[src/hw/rtl/mdj_pkg.sv]
// Shared types, widths and helpers for the mask overlap Dice/Jaccard block.
package mdj_pkg;

  localparam int VAL_W     = 16;
  localparam int CNT_W     = 25;
  localparam int FRAC_BITS = 16;
  localparam int FRAC_W    = FRAC_BITS + 1;
  localparam int DEN_W     = CNT_W + 2;
  localparam int STEP_W    = 5;
  localparam int Q_DEPTH   = 2;
  localparam int Q_PTR_W   = 1;
  localparam int Q_FILL_W  = 2;

  localparam logic [CNT_W-1:0]    MAX_VOXELS = CNT_W'(16777216);
  localparam logic [STEP_W-1:0]   STEP_INIT  = STEP_W'(FRAC_W);
  localparam logic [Q_FILL_W-1:0] Q_FULL_AT  = Q_FILL_W'(Q_DEPTH);

  typedef struct packed {
    logic [VAL_W-1:0] truth_value;
    logic [VAL_W-1:0] segment_value;
    logic             last_voxel;
  } in_word_t;

  typedef struct packed {
    logic [CNT_W-1:0]  true_pos;
    logic [CNT_W-1:0]  false_pos;
    logic [CNT_W-1:0]  false_neg;
    logic [CNT_W-1:0]  true_neg;
    logic [FRAC_W-1:0] dice_frac;
    logic [FRAC_W-1:0] jaccard_frac;
    logic              empty_union;
  } out_word_t;

  typedef struct packed {
    logic [CNT_W-1:0] tp;
    logic [CNT_W-1:0] fp;
    logic [CNT_W-1:0] fn;
    logic [CNT_W-1:0] tn;
  } cnt_set_t;

  typedef struct packed {
    logic full;
    logic empty;
  } q_stat_t;

  function automatic logic [CNT_W-1:0] sat_inc(input logic [CNT_W-1:0] c);
    return (c < MAX_VOXELS) ? c + CNT_W'(1) : c;
  endfunction

endpackage

[src/hw/rtl/mdj_front.sv]
// Front end: classifies voxel pairs and keeps the saturating confusion counts.
module mdj_front (
  input  logic                clk,
  input  logic                rst_n,
  input  logic                in_valid,
  output logic                in_stall,
  input  mdj_pkg::in_word_t   in_word,
  input  mdj_pkg::q_stat_t    q_stat,
  output logic                q_push,
  output mdj_pkg::cnt_set_t   q_data
);

  mdj_pkg::cnt_set_t cnt_r;
  mdj_pkg::cnt_set_t cnt_nxt;
  logic              gt;
  logic              sg;
  logic              accept;

  assign in_stall = q_stat.full;
  assign accept   = in_valid && !q_stat.full;
  assign gt       = |in_word.truth_value;
  assign sg       = |in_word.segment_value;

  always_comb begin
    cnt_nxt = cnt_r;
    unique case ({gt, sg})
      2'b11: cnt_nxt.tp = mdj_pkg::sat_inc(cnt_r.tp);
      2'b01: cnt_nxt.fp = mdj_pkg::sat_inc(cnt_r.fp);
      2'b10: cnt_nxt.fn = mdj_pkg::sat_inc(cnt_r.fn);
      default: cnt_nxt.tn = mdj_pkg::sat_inc(cnt_r.tn);
    endcase
  end

  assign q_push = accept && in_word.last_voxel;
  assign q_data = cnt_nxt;

  always_ff @(posedge clk) begin
    if (!rst_n) begin
      cnt_r <= '0;
    end else if (accept) begin
      if (in_word.last_voxel) begin
        cnt_r <= '0;
      end else begin
        cnt_r <= cnt_nxt;
      end
    end
  end

endmodule

[src/hw/rtl/mdj_queue.sv]
// Two-entry queue of finished count sets between front and back.
module mdj_queue (
  input  logic               clk,
  input  logic               rst_n,
  input  logic               push,
  input  mdj_pkg::cnt_set_t  push_data,
  input  logic               pop,
  output mdj_pkg::cnt_set_t  pop_data,
  output mdj_pkg::q_stat_t   q_stat
);

  mdj_pkg::cnt_set_t                   entry_r [mdj_pkg::Q_DEPTH];
  logic [mdj_pkg::Q_PTR_W-1:0]         wr_ptr_r;
  logic [mdj_pkg::Q_PTR_W-1:0]         rd_ptr_r;
  logic [mdj_pkg::Q_FILL_W-1:0]        fill_r;
  logic [mdj_pkg::Q_FILL_W-1:0]        fill_nxt;

  assign q_stat.full  = (fill_r == mdj_pkg::Q_FULL_AT);
  assign q_stat.empty = (fill_r == '0);
  assign pop_data     = entry_r[rd_ptr_r];

  always_comb begin
    fill_nxt = fill_r;
    if (push && !pop) begin
      fill_nxt = fill_r + mdj_pkg::Q_FILL_W'(1);
    end else if (pop && !push) begin
      fill_nxt = fill_r - mdj_pkg::Q_FILL_W'(1);
    end
  end

  always_ff @(posedge clk) begin
    if (push) begin
      entry_r[wr_ptr_r] <= push_data;
    end
  end

  always_ff @(posedge clk) begin
    if (!rst_n) begin
      wr_ptr_r <= '0;
      rd_ptr_r <= '0;
      fill_r   <= '0;
    end else begin
      if (push) begin
        wr_ptr_r <= wr_ptr_r + mdj_pkg::Q_PTR_W'(1);
      end
      if (pop) begin
        rd_ptr_r <= rd_ptr_r + mdj_pkg::Q_PTR_W'(1);
      end
      fill_r <= fill_nxt;
    end
  end

`ifndef SYNTHESIS
  a_no_push_full: assert property (@(posedge clk) disable iff (!rst_n)
    push |-> !q_stat.full) else $error("push into full queue");
  a_no_pop_empty: assert property (@(posedge clk) disable iff (!rst_n)
    pop |-> !q_stat.empty) else $error("pop from empty queue");
`endif

endmodule

[src/hw/rtl/mdj_div.sv]
// Restoring fraction divider: one quotient bit per cycle, numerator at most divisor.
module mdj_div (
  input  logic                         clk,
  input  logic                         rst_n,
  input  logic                         start,
  input  logic [mdj_pkg::DEN_W-1:0]    num,
  input  logic [mdj_pkg::DEN_W-1:0]    den,
  output logic                         done,
  output logic [mdj_pkg::FRAC_W-1:0]   quo
);

  logic [mdj_pkg::DEN_W-1:0]  rem_r;
  logic [mdj_pkg::DEN_W-1:0]  den_r;
  logic [mdj_pkg::FRAC_W-1:0] quo_r;
  logic [mdj_pkg::STEP_W-1:0] step_r;
  logic                       done_r;
  logic [mdj_pkg::DEN_W:0]    trial;
  logic [mdj_pkg::DEN_W:0]    diff;
  logic                       ge;
  logic                       active;

  assign active = (step_r != '0);
  assign trial  = (step_r == mdj_pkg::STEP_INIT) ? {1'b0, rem_r} : {rem_r, 1'b0};
  assign diff   = trial - {1'b0, den_r};
  assign ge     = (trial >= {1'b0, den_r});
  assign done   = done_r;
  assign quo    = quo_r;

  always_ff @(posedge clk) begin
    if (start) begin
      rem_r <= num;
      den_r <= den;
      quo_r <= '0;
    end else if (active) begin
      rem_r <= ge ? diff[mdj_pkg::DEN_W-1:0] : trial[mdj_pkg::DEN_W-1:0];
      quo_r <= {quo_r[mdj_pkg::FRAC_W-2:0], ge};
    end
  end

  always_ff @(posedge clk) begin
    if (!rst_n) begin
      step_r <= '0;
      done_r <= 1'b0;
    end else begin
      done_r <= active && (step_r == mdj_pkg::STEP_W'(1));
      if (start) begin
        step_r <= mdj_pkg::STEP_INIT;
      end else if (active) begin
        step_r <= step_r - mdj_pkg::STEP_W'(1);
      end
    end
  end

`ifndef SYNTHESIS
  a_start_idle: assert property (@(posedge clk) disable iff (!rst_n)
    start |-> !active) else $error("divider restarted while busy");
  a_rem_below: assert property (@(posedge clk) disable iff (!rst_n)
    (active && !start && (den_r != '0) && (rem_r <= den_r)) |=> (rem_r < den_r))
    else $error("remainder not below divisor");
  a_done_pulse: assert property (@(posedge clk) disable iff (!rst_n)
    done_r |=> !done_r) else $error("done longer than one cycle");
`endif

endmodule

[src/hw/rtl/mdj_back.sv]
// Back end: takes a count set, runs both ratio divisions and holds the result word.
module mdj_back (
  input  logic                 clk,
  input  logic                 rst_n,
  input  mdj_pkg::q_stat_t     q_stat,
  input  mdj_pkg::cnt_set_t    q_data,
  output logic                 q_pop,
  output logic                 out_valid,
  input  logic                 out_stall,
  output mdj_pkg::out_word_t   out_word
);

  localparam logic [1:0] ST_IDLE = 2'd0;
  localparam logic [1:0] ST_BUSY = 2'd1;
  localparam logic [1:0] ST_WAIT = 2'd2;

  logic [1:0]                   state_r;
  logic [1:0]                   state_nxt;
  mdj_pkg::cnt_set_t            cnt_r;
  logic                         empty_r;
  mdj_pkg::out_word_t           out_r;
  logic                         out_valid_r;
  logic                         start;
  logic                         load_out;
  logic                         slot_free;
  logic [mdj_pkg::DEN_W-1:0]    tp_x;
  logic [mdj_pkg::DEN_W-1:0]    uni;
  logic [mdj_pkg::DEN_W-1:0]    dice_num;
  logic [mdj_pkg::DEN_W-1:0]    dice_den;
  logic                         dice_done;
  logic                         jac_done;
  logic [mdj_pkg::FRAC_W-1:0]   dice_quo;
  logic [mdj_pkg::FRAC_W-1:0]   jac_quo;

  assign tp_x     = {2'b00, q_data.tp};
  assign uni      = tp_x + {2'b00, q_data.fp} + {2'b00, q_data.fn};
  assign dice_num = {1'b0, q_data.tp, 1'b0};
  assign dice_den = uni + tp_x;

  assign slot_free = !out_valid_r || !out_stall;
  assign start     = (state_r == ST_IDLE) && !q_stat.empty;
  assign q_pop     = start;
  assign load_out  = (state_r == ST_WAIT) && slot_free;

  mdj_div u_dice (
    .clk   (clk),
    .rst_n (rst_n),
    .start (start),
    .num   (dice_num),
    .den   (dice_den),
    .done  (dice_done),
    .quo   (dice_quo)
  );

  mdj_div u_jac (
    .clk   (clk),
    .rst_n (rst_n),
    .start (start),
    .num   (tp_x),
    .den   (uni),
    .done  (jac_done),
    .quo   (jac_quo)
  );

  always_comb begin
    state_nxt = state_r;
    unique case (state_r)
      ST_IDLE: begin
        if (start) begin
          state_nxt = ST_BUSY;
        end
      end
      ST_BUSY: begin
        if (dice_done) begin
          state_nxt = ST_WAIT;
        end
      end
      ST_WAIT: begin
        if (slot_free) begin
          state_nxt = ST_IDLE;
        end
      end
      default: state_nxt = ST_IDLE;
    endcase
  end

  always_ff @(posedge clk) begin
    if (start) begin
      cnt_r   <= q_data;
      empty_r <= (uni == '0);
    end
    if (load_out) begin
      out_r.true_pos     <= cnt_r.tp;
      out_r.false_pos    <= cnt_r.fp;
      out_r.false_neg    <= cnt_r.fn;
      out_r.true_neg     <= cnt_r.tn;
      out_r.dice_frac    <= empty_r ? '0 : dice_quo;
      out_r.jaccard_frac <= empty_r ? '0 : jac_quo;
      out_r.empty_union  <= empty_r;
    end
  end

  always_ff @(posedge clk) begin
    if (!rst_n) begin
      state_r     <= ST_IDLE;
      out_valid_r <= 1'b0;
    end else begin
      state_r <= state_nxt;
      if (load_out) begin
        out_valid_r <= 1'b1;
      end else if (!out_stall) begin
        out_valid_r <= 1'b0;
      end
    end
  end

  assign out_valid = out_valid_r;
  assign out_word  = out_r;

`ifndef SYNTHESIS
  a_done_pair: assert property (@(posedge clk) disable iff (!rst_n)
    dice_done == jac_done) else $error("dividers out of step");
  a_empty_zero: assert property (@(posedge clk) disable iff (!rst_n)
    (out_valid_r && out_r.empty_union) |-> ((out_r.dice_frac == '0) && (out_r.jaccard_frac == '0)))
    else $error("empty union with nonzero ratio");
`endif

endmodule

[src/hw/rtl/mask_overlap_dice_jaccard.sv]
// Top level of the mask overlap Dice/Jaccard block.
//
//   channel  direction  handshake            word
//   in_      input      in_valid / in_stall  mdj_pkg::in_word_t (voxel pair, last flag)
//   out_     output     out_valid/out_stall  mdj_pkg::out_word_t (counts, ratios, empty)
//
// One voxel pair per cycle unless in_stall is high; in_stall rises only while two finished volumes wait.
// Each result is set by 17 divider iterations.
// The back end handles one volume at a time; the queue holds up to two more.
// Reset clears the counters, queue and out_valid; out_word holds while out_valid and out_stall are high.
module mask_overlap_dice_jaccard (
  input  logic                clk,
  input  logic                rst_n,
  input  logic                in_valid,
  output logic                in_stall,
  input  mdj_pkg::in_word_t   in_word,
  output logic                out_valid,
  input  logic                out_stall,
  output mdj_pkg::out_word_t  out_word
);

  mdj_pkg::q_stat_t  q_stat;
  mdj_pkg::cnt_set_t push_data;
  mdj_pkg::cnt_set_t pop_data;
  logic              push;
  logic              pop;

  mdj_front u_front (
    .clk      (clk),
    .rst_n    (rst_n),
    .in_valid (in_valid),
    .in_stall (in_stall),
    .in_word  (in_word),
    .q_stat   (q_stat),
    .q_push   (push),
    .q_data   (push_data)
  );

  mdj_queue u_queue (
    .clk       (clk),
    .rst_n     (rst_n),
    .push      (push),
    .push_data (push_data),
    .pop       (pop),
    .pop_data  (pop_data),
    .q_stat    (q_stat)
  );

  mdj_back u_back (
    .clk       (clk),
    .rst_n     (rst_n),
    .q_stat    (q_stat),
    .q_data    (pop_data),
    .q_pop     (pop),
    .out_valid (out_valid),
    .out_stall (out_stall),
    .out_word  (out_word)
  );

endmodule

[config.mk]
export PLATFORM = sky130hd
export DESIGN_NAME = mask_overlap_dice_jaccard
export DESIGN_NICKNAME = d
export VERILOG_FILES = /design/src/hw/rtl/mdj_pkg.sv /design/src/hw/rtl/mdj_front.sv /design/src/hw/rtl/mdj_queue.sv /design/src/hw/rtl/mdj_div.sv /design/src/hw/rtl/mdj_back.sv /design/src/hw/rtl/mask_overlap_dice_jaccard.sv
export SDC_FILE = /design/constraint.sdc
export NUM_CORES = 1
export LEC_CHECK = 0
export ABC_AREA = 1
export BUFFER_PORTS_ARGS = -buffer_cell sky130_fd_sc_hd__buf_2
export CAP_MARGIN = 20
export CORE_MARGIN = 10
export CORE_UTILIZATION = 56
export DETAILED_ROUTE_END_ITERATION = 7
export PLACE_DENSITY_LB_ADDON = 0.2
export SLEW_MARGIN = 25
export SYNTH_ARGS = -nofsm -noshare
export SYNTH_HDL_FRONTEND = slang
export SYNTH_HIERARCHICAL = 1
export SYNTH_SLANG_ARGS = --single-unit
[constraint.sdc]
create_clock -name clk -period 12.4 [get_ports clk]
set_input_delay 2.48 -clock clk [delete_from_list [all_inputs] [get_ports clk]]
set_output_delay 2.48 -clock clk [all_outputs]
set_load 0.05 [all_outputs]
After elaboration in Yosys (flattened, before gate mapping)
Memory sizes are Yosys's and may differ from the RTL's. A register that Yosys moved wholly into a read port is not among the register bits.
Index checks and enable logic that the tools add are counted.
{"block": "op_classes", "n_addsub": 15, "bitwise_logic": 1, "n_eq_ne": 13, "n_lt_le_gt_ge": 6, "reduce_logical": 27, "n_mux": 33}
{"cell": "$mux W25", "n": 10}
{"cell": "$add A25 B1 Y25 const B", "n": 4}
{"cell": "$lt A25 B25 Y1 const B", "n": 4}
{"cell": "$mux W100", "n": 1}
{"cell": "$ge A28 B27 Y1", "n": 2}
{"cell": "$mux W28", "n": 2}
{"cell": "$add A27 B25 Y27", "n": 2}
{"cell": "$mux W27", "n": 2}
{"cell": "$sub A27 B27 Y27", "n": 2}
{"cell": "$mux W26", "n": 2}
{"cell": "$reduce_or A16 Y1", "n": 2}
{"cell": "$logic_not A27 Y1", "n": 1}
{"cell": "$add A25 B25 Y26", "n": 1}
{"cell": "$mux W5", "n": 4}
{"cell": "$eq A5 B5 Y1 const B", "n": 2}
{"cell": "$mux W2", "n": 5}
{"cell": "$reduce_bool A5 Y1", "n": 2}
{"cell": "$sub A5 B1 Y5 const B", "n": 2}
{"cell": "$eq A2 B2 Y1 const B", "n": 4}
{"cell": "$logic_and A1 B1 Y1", "n": 7}
{"cell": "$logic_not A1 Y1", "n": 6}
{"cell": "$mux W1", "n": 6}
{"cell": "$pmux W2 S3", "n": 1}
{"cell": "$reduce_bool A2 Y1", "n": 3}
{"cell": "13 further kinds", "n": 18}
{"block": "word_totals", "memories": 1, "ram_bits": 200, "wordCells": 130, "register_bits": 496, "inputBits": 37}
{"name": "u_queue.entry_r", "words": 2, "word_bits": 100, "rd": 1, "rd_ports_with_merged_regs": 1, "write_ports": 1, "line": "mdj_queue.sv:12", "text": "mdj_pkg::cnt_set_t entry_r [mdj_pkg::Q_DEPTH];"}

Logic depth before layout (Yosys ltp)
{"block": "depth", "ltp_word": 8, "ltp_mapped": 30}

Modules after synthesis
Netlist, hierarchy kept.
{"module": "mdj_back", "cells_per_inst": 875, "area_per_inst_um2": 10950.5, "instances": 1}
{"module": "mdj_queue", "cells_per_inst": 346, "area_per_inst_um2": 7946.4, "instances": 1}
{"module": "mdj_front", "cells_per_inst": 1352, "area_per_inst_um2": 7747.4, "instances": 1}
{"module": "mdj_div (u_back.u_jac)", "cells_per_inst": 811, "area_per_inst_um2": 5766.8, "instances": 1}
{"module": "mdj_div (u_back.u_dice)", "cells_per_inst": 808, "area_per_inst_um2": 5751.8, "instances": 1}

Worst setup path before layout
Ideal clock, no wire load.
{"block": "synth_path", "path_type": "register to register", "start": "register u_queue/fill_r[0] (netlist name)", "end": "register u_back/u_dice/rem_r[0] (netlist name), enable pin", "stages_incl_launch_ff": 6, "n_path_buf": 1, "setup_slack_ps": -1130, "required_time_ps": 12025, "arrival_time_ps": 13155, "period_less_slack_ps": 13530, "setup_ps": 375, "cell_sequence": "dfxtp_1 nor2_1 nor3_1 nor2_1 clkinv_1 buf_2"}
{"element": "from (decl)", "line": "mdj_queue.sv:15", "text": "logic [mdj_pkg::Q_FILL_W-1:0] fill_r;"}
{"element": "from (signal assigned)", "line": "mdj_queue.sv:49", "text": "fill_r <= fill_nxt;"}
{"element": "to (signal assigned)", "line": "mdj_div.sv:31", "text": "rem_r <= num;"}
{"element": "to (signal assigned)", "line": "mdj_div.sv:35", "text": "rem_r <= ge ? diff[mdj_pkg::DEN_W-1:0] : trial[mdj_pkg::DEN_W-1:0];"}
{"element": "to (decl)", "line": "mdj_div.sv:12", "text": "logic [mdj_pkg::DEN_W-1:0] rem_r;"}

==> results.txt <==
- For flop-to-flop paths, the worst setup slack is 6.35 ns.
- After the last flow step, the layout net total stands at 4523.
- Antenna-violating nets left: 0
- Starting DRT DRC Count: 2343
- Clk Tree Root Cell: sky130_fd_sc_hd__clkbuf_16
- The worst path uses 48.8% of the clock period.
* Quantity of I/O buffers inserted on ports: 173
- Fmax: 0.165 GHz
- STA puts the critical path data arrival time at 6.41 ns.
- Total number of yosys warnings: 6
- Grt ovf: 0
* Number of hold violations in the final report: 0
- Clock input transition at the sequential cells of the worst setup and hold paths: 0.06 ns
* Remaining DRCs: 0
* Starting Density: 56.6%
- Dividing the detail-routed wire length by the instance count gives 18.4 um.
* Worst setup path class: register to register
* Ant diodes: 0
* Most prevalent standard cell on the critical path: sky130_fd_sc_hd__nand2_1
* GP Congestion: 0.948
- Buffers added to address setup during post-CTS repair amount to 0.
- For the pin with the worst max-slew slack, the measured transition is 1.04 ns.
- STA classifies the critical path endpoint as a register.
- Measured against its own limit, the worst slew margin works out to 30.7%.
- Count of buffering cells on the critical path with inverters included: 4
* Final total negative setup slack: 0 ns
* Hold_buf cts: 0
* Total half-perimeter wirelength after legalization and detailed placement: 69600 um
- Maximum capacitance violations: 0
- After synthesis the cells add up to 38100 um2.
- Post-CTS repair changed the size of 0 cells.
- Setup violations remaining at the end of the flow were counted as 0.
- Clock latency on the worst-skew pair, taken at its later pin, is 0.63 ns.
* Number of clock sinks: 697
- I/O pins: 174
- The run finished with clean final reports.
- Average vias per placed instance: 5.44
- On the final layout, the worst hold slack is 0.414 ns.
- Area growth, synth to finish: 10.3%
* Total wire length: 96900 um
- Setup crit start kind: register
* Shortest clock period the worst path allows after layout: 6.05 ns
- The number of pins exceeding their max-slew limit in the final report came to 0.
* Hold Crit Class: register to register
- The pre-antenna-repair detailed-routing pass consisted of 5 iterations.
- Clock tree from TritonCTS: built
- Cts bufs inserted: 75
- Max stage delay cell, worst path: sky130_fd_sc_hd__dfxtp_4
- Setup repair after global routing left no endpoint under its margin.
- The floorplan step defined a core boundary enclosing 67400 um2.
- Vias in the first global route: 27100
* Clk_skew: 0.0353 ns
* Maximum number of pins on one net before global-route repair: 142
- On the critical path the largest part of the delay comes from simple AND/OR/NAND/NOR gates.
- Die width: 281 um
- Maximum count of clock buffers along a single path: 3
- The initialized floorplan defines 95 standard-cell rows.
- On the worst path, the slowest cell contributes a delay of 1.02 ns.
* Final non-filler cell area: 42100 um2
- The post-route netlist has 13.3% of its cells at a drive strength greater than 1.
* Filler cell count in the final layout: 5675
* Number of H-tree levels: 3
- The first global-routing pass estimated 150000 um of wire.
- Die height: 281 um
- Critical path peak fanout: 51
- The die covers 78900 um2.
- STA puts the critical path data required time at 12.76 ns.
- Average instance area after synthesis: 9.10 um2
- Global routing used 24.2% of the available tracks.
* DR vias: 28700
* Placed Instance Area: 39500 um2
* Antenna violations before repair: 1
- Post-Syn Instances: 4189
-- sequential cells by signal, indices dropped and copies added, names as in the netlist, 27 cells and up, named ones only --
register	flops
u_back/cnt_r	100
u_queue/entry_r	200
u_back/u_jac/rem_r	27
u_back/u_jac/den_r	27
u_back/out_word	135
u_back/u_dice/rem_r	27
u_back/u_dice/den_r	27
u_front/cnt_r	100
-- worst register-to-register path: cells and delay by family (launching register included) --
kind	cells	cell delay (ns)
muxes	1	0.49
AOI/OAI and AO/OA	1	0.12
adders and majority gates	3	1.26
and+or+nand+nor	18	1.75
DFF	1	1.02
buffers and inverters	4	1.15
-- routing by layer --
layer	track usage, %	part of all wire [%]	up-vias
li1	-	-	14100
met1	32.6	44	13500
met2	40.2	47	872
met3	3.28	6.0	131
met4	7.40	2.5	0
met5	0	0	-
-- through the flow --
stage | utilization, % | worst slack (ns) | instances
3_3_place_gp | 58.6 | 6.38 | 5136
4_1_cts | 62.4 | 6.36 | 5273
3_5_place_dp | 58.6 | 6.39 | 5137
6_report | 62.4 | 6.35 | 5273
2_1_floorplan | - | 3.57 | 4192
5_1_grt | 62.4 | 5.93 | 5273
-- worst paths after layout --
| path | start | endpoint | cells past startpoint |
|---|---|---|---|
| setup / recovery | register | u_back/u_dice/den_r[26]$_DFFE_PP_ | 27 |
| hold / removal | u_back/cnt_r[75]$_DFFE_PP_ | u_back/out_word[110]$_DFFE_PP_ | 0 |
| setup reg to reg | register | u_back/u_dice/den_r[26]$_DFFE_PP_ | 27 |
| hold reg to reg | u_back/cnt_r[75]$_DFFE_PP_ | u_back/out_word[110]$_DFFE_PP_ | 0 |
-- final cells by class --
class,count,area [um2],share of cell area [%]
flip-flops and latches,697,19400,46.1
multi-input cells,2785,15800,37.5
inverters,592,2230,5.30
clock buffers,102,2080,4.94
well taps,873,1090,2.60
repair buffers,190,1020,2.42
clock inverters,34,463,1.10
-- cell usage in the layout (no fill, tap or decap), drive strengths merged, types with 116 or more instances in the layout --
cell type / n
inv: 592
buf: 190
ha: 116
a21oi: 209
dfxtp: 153
nor2: 332
nand2: 1248
nand3: 260
edfxtp: 544
nand4: 122
Power is left out: the tool's default activity adds up to more than one toggle a clock period on the data nets, which glitch-free logic cannot reach.
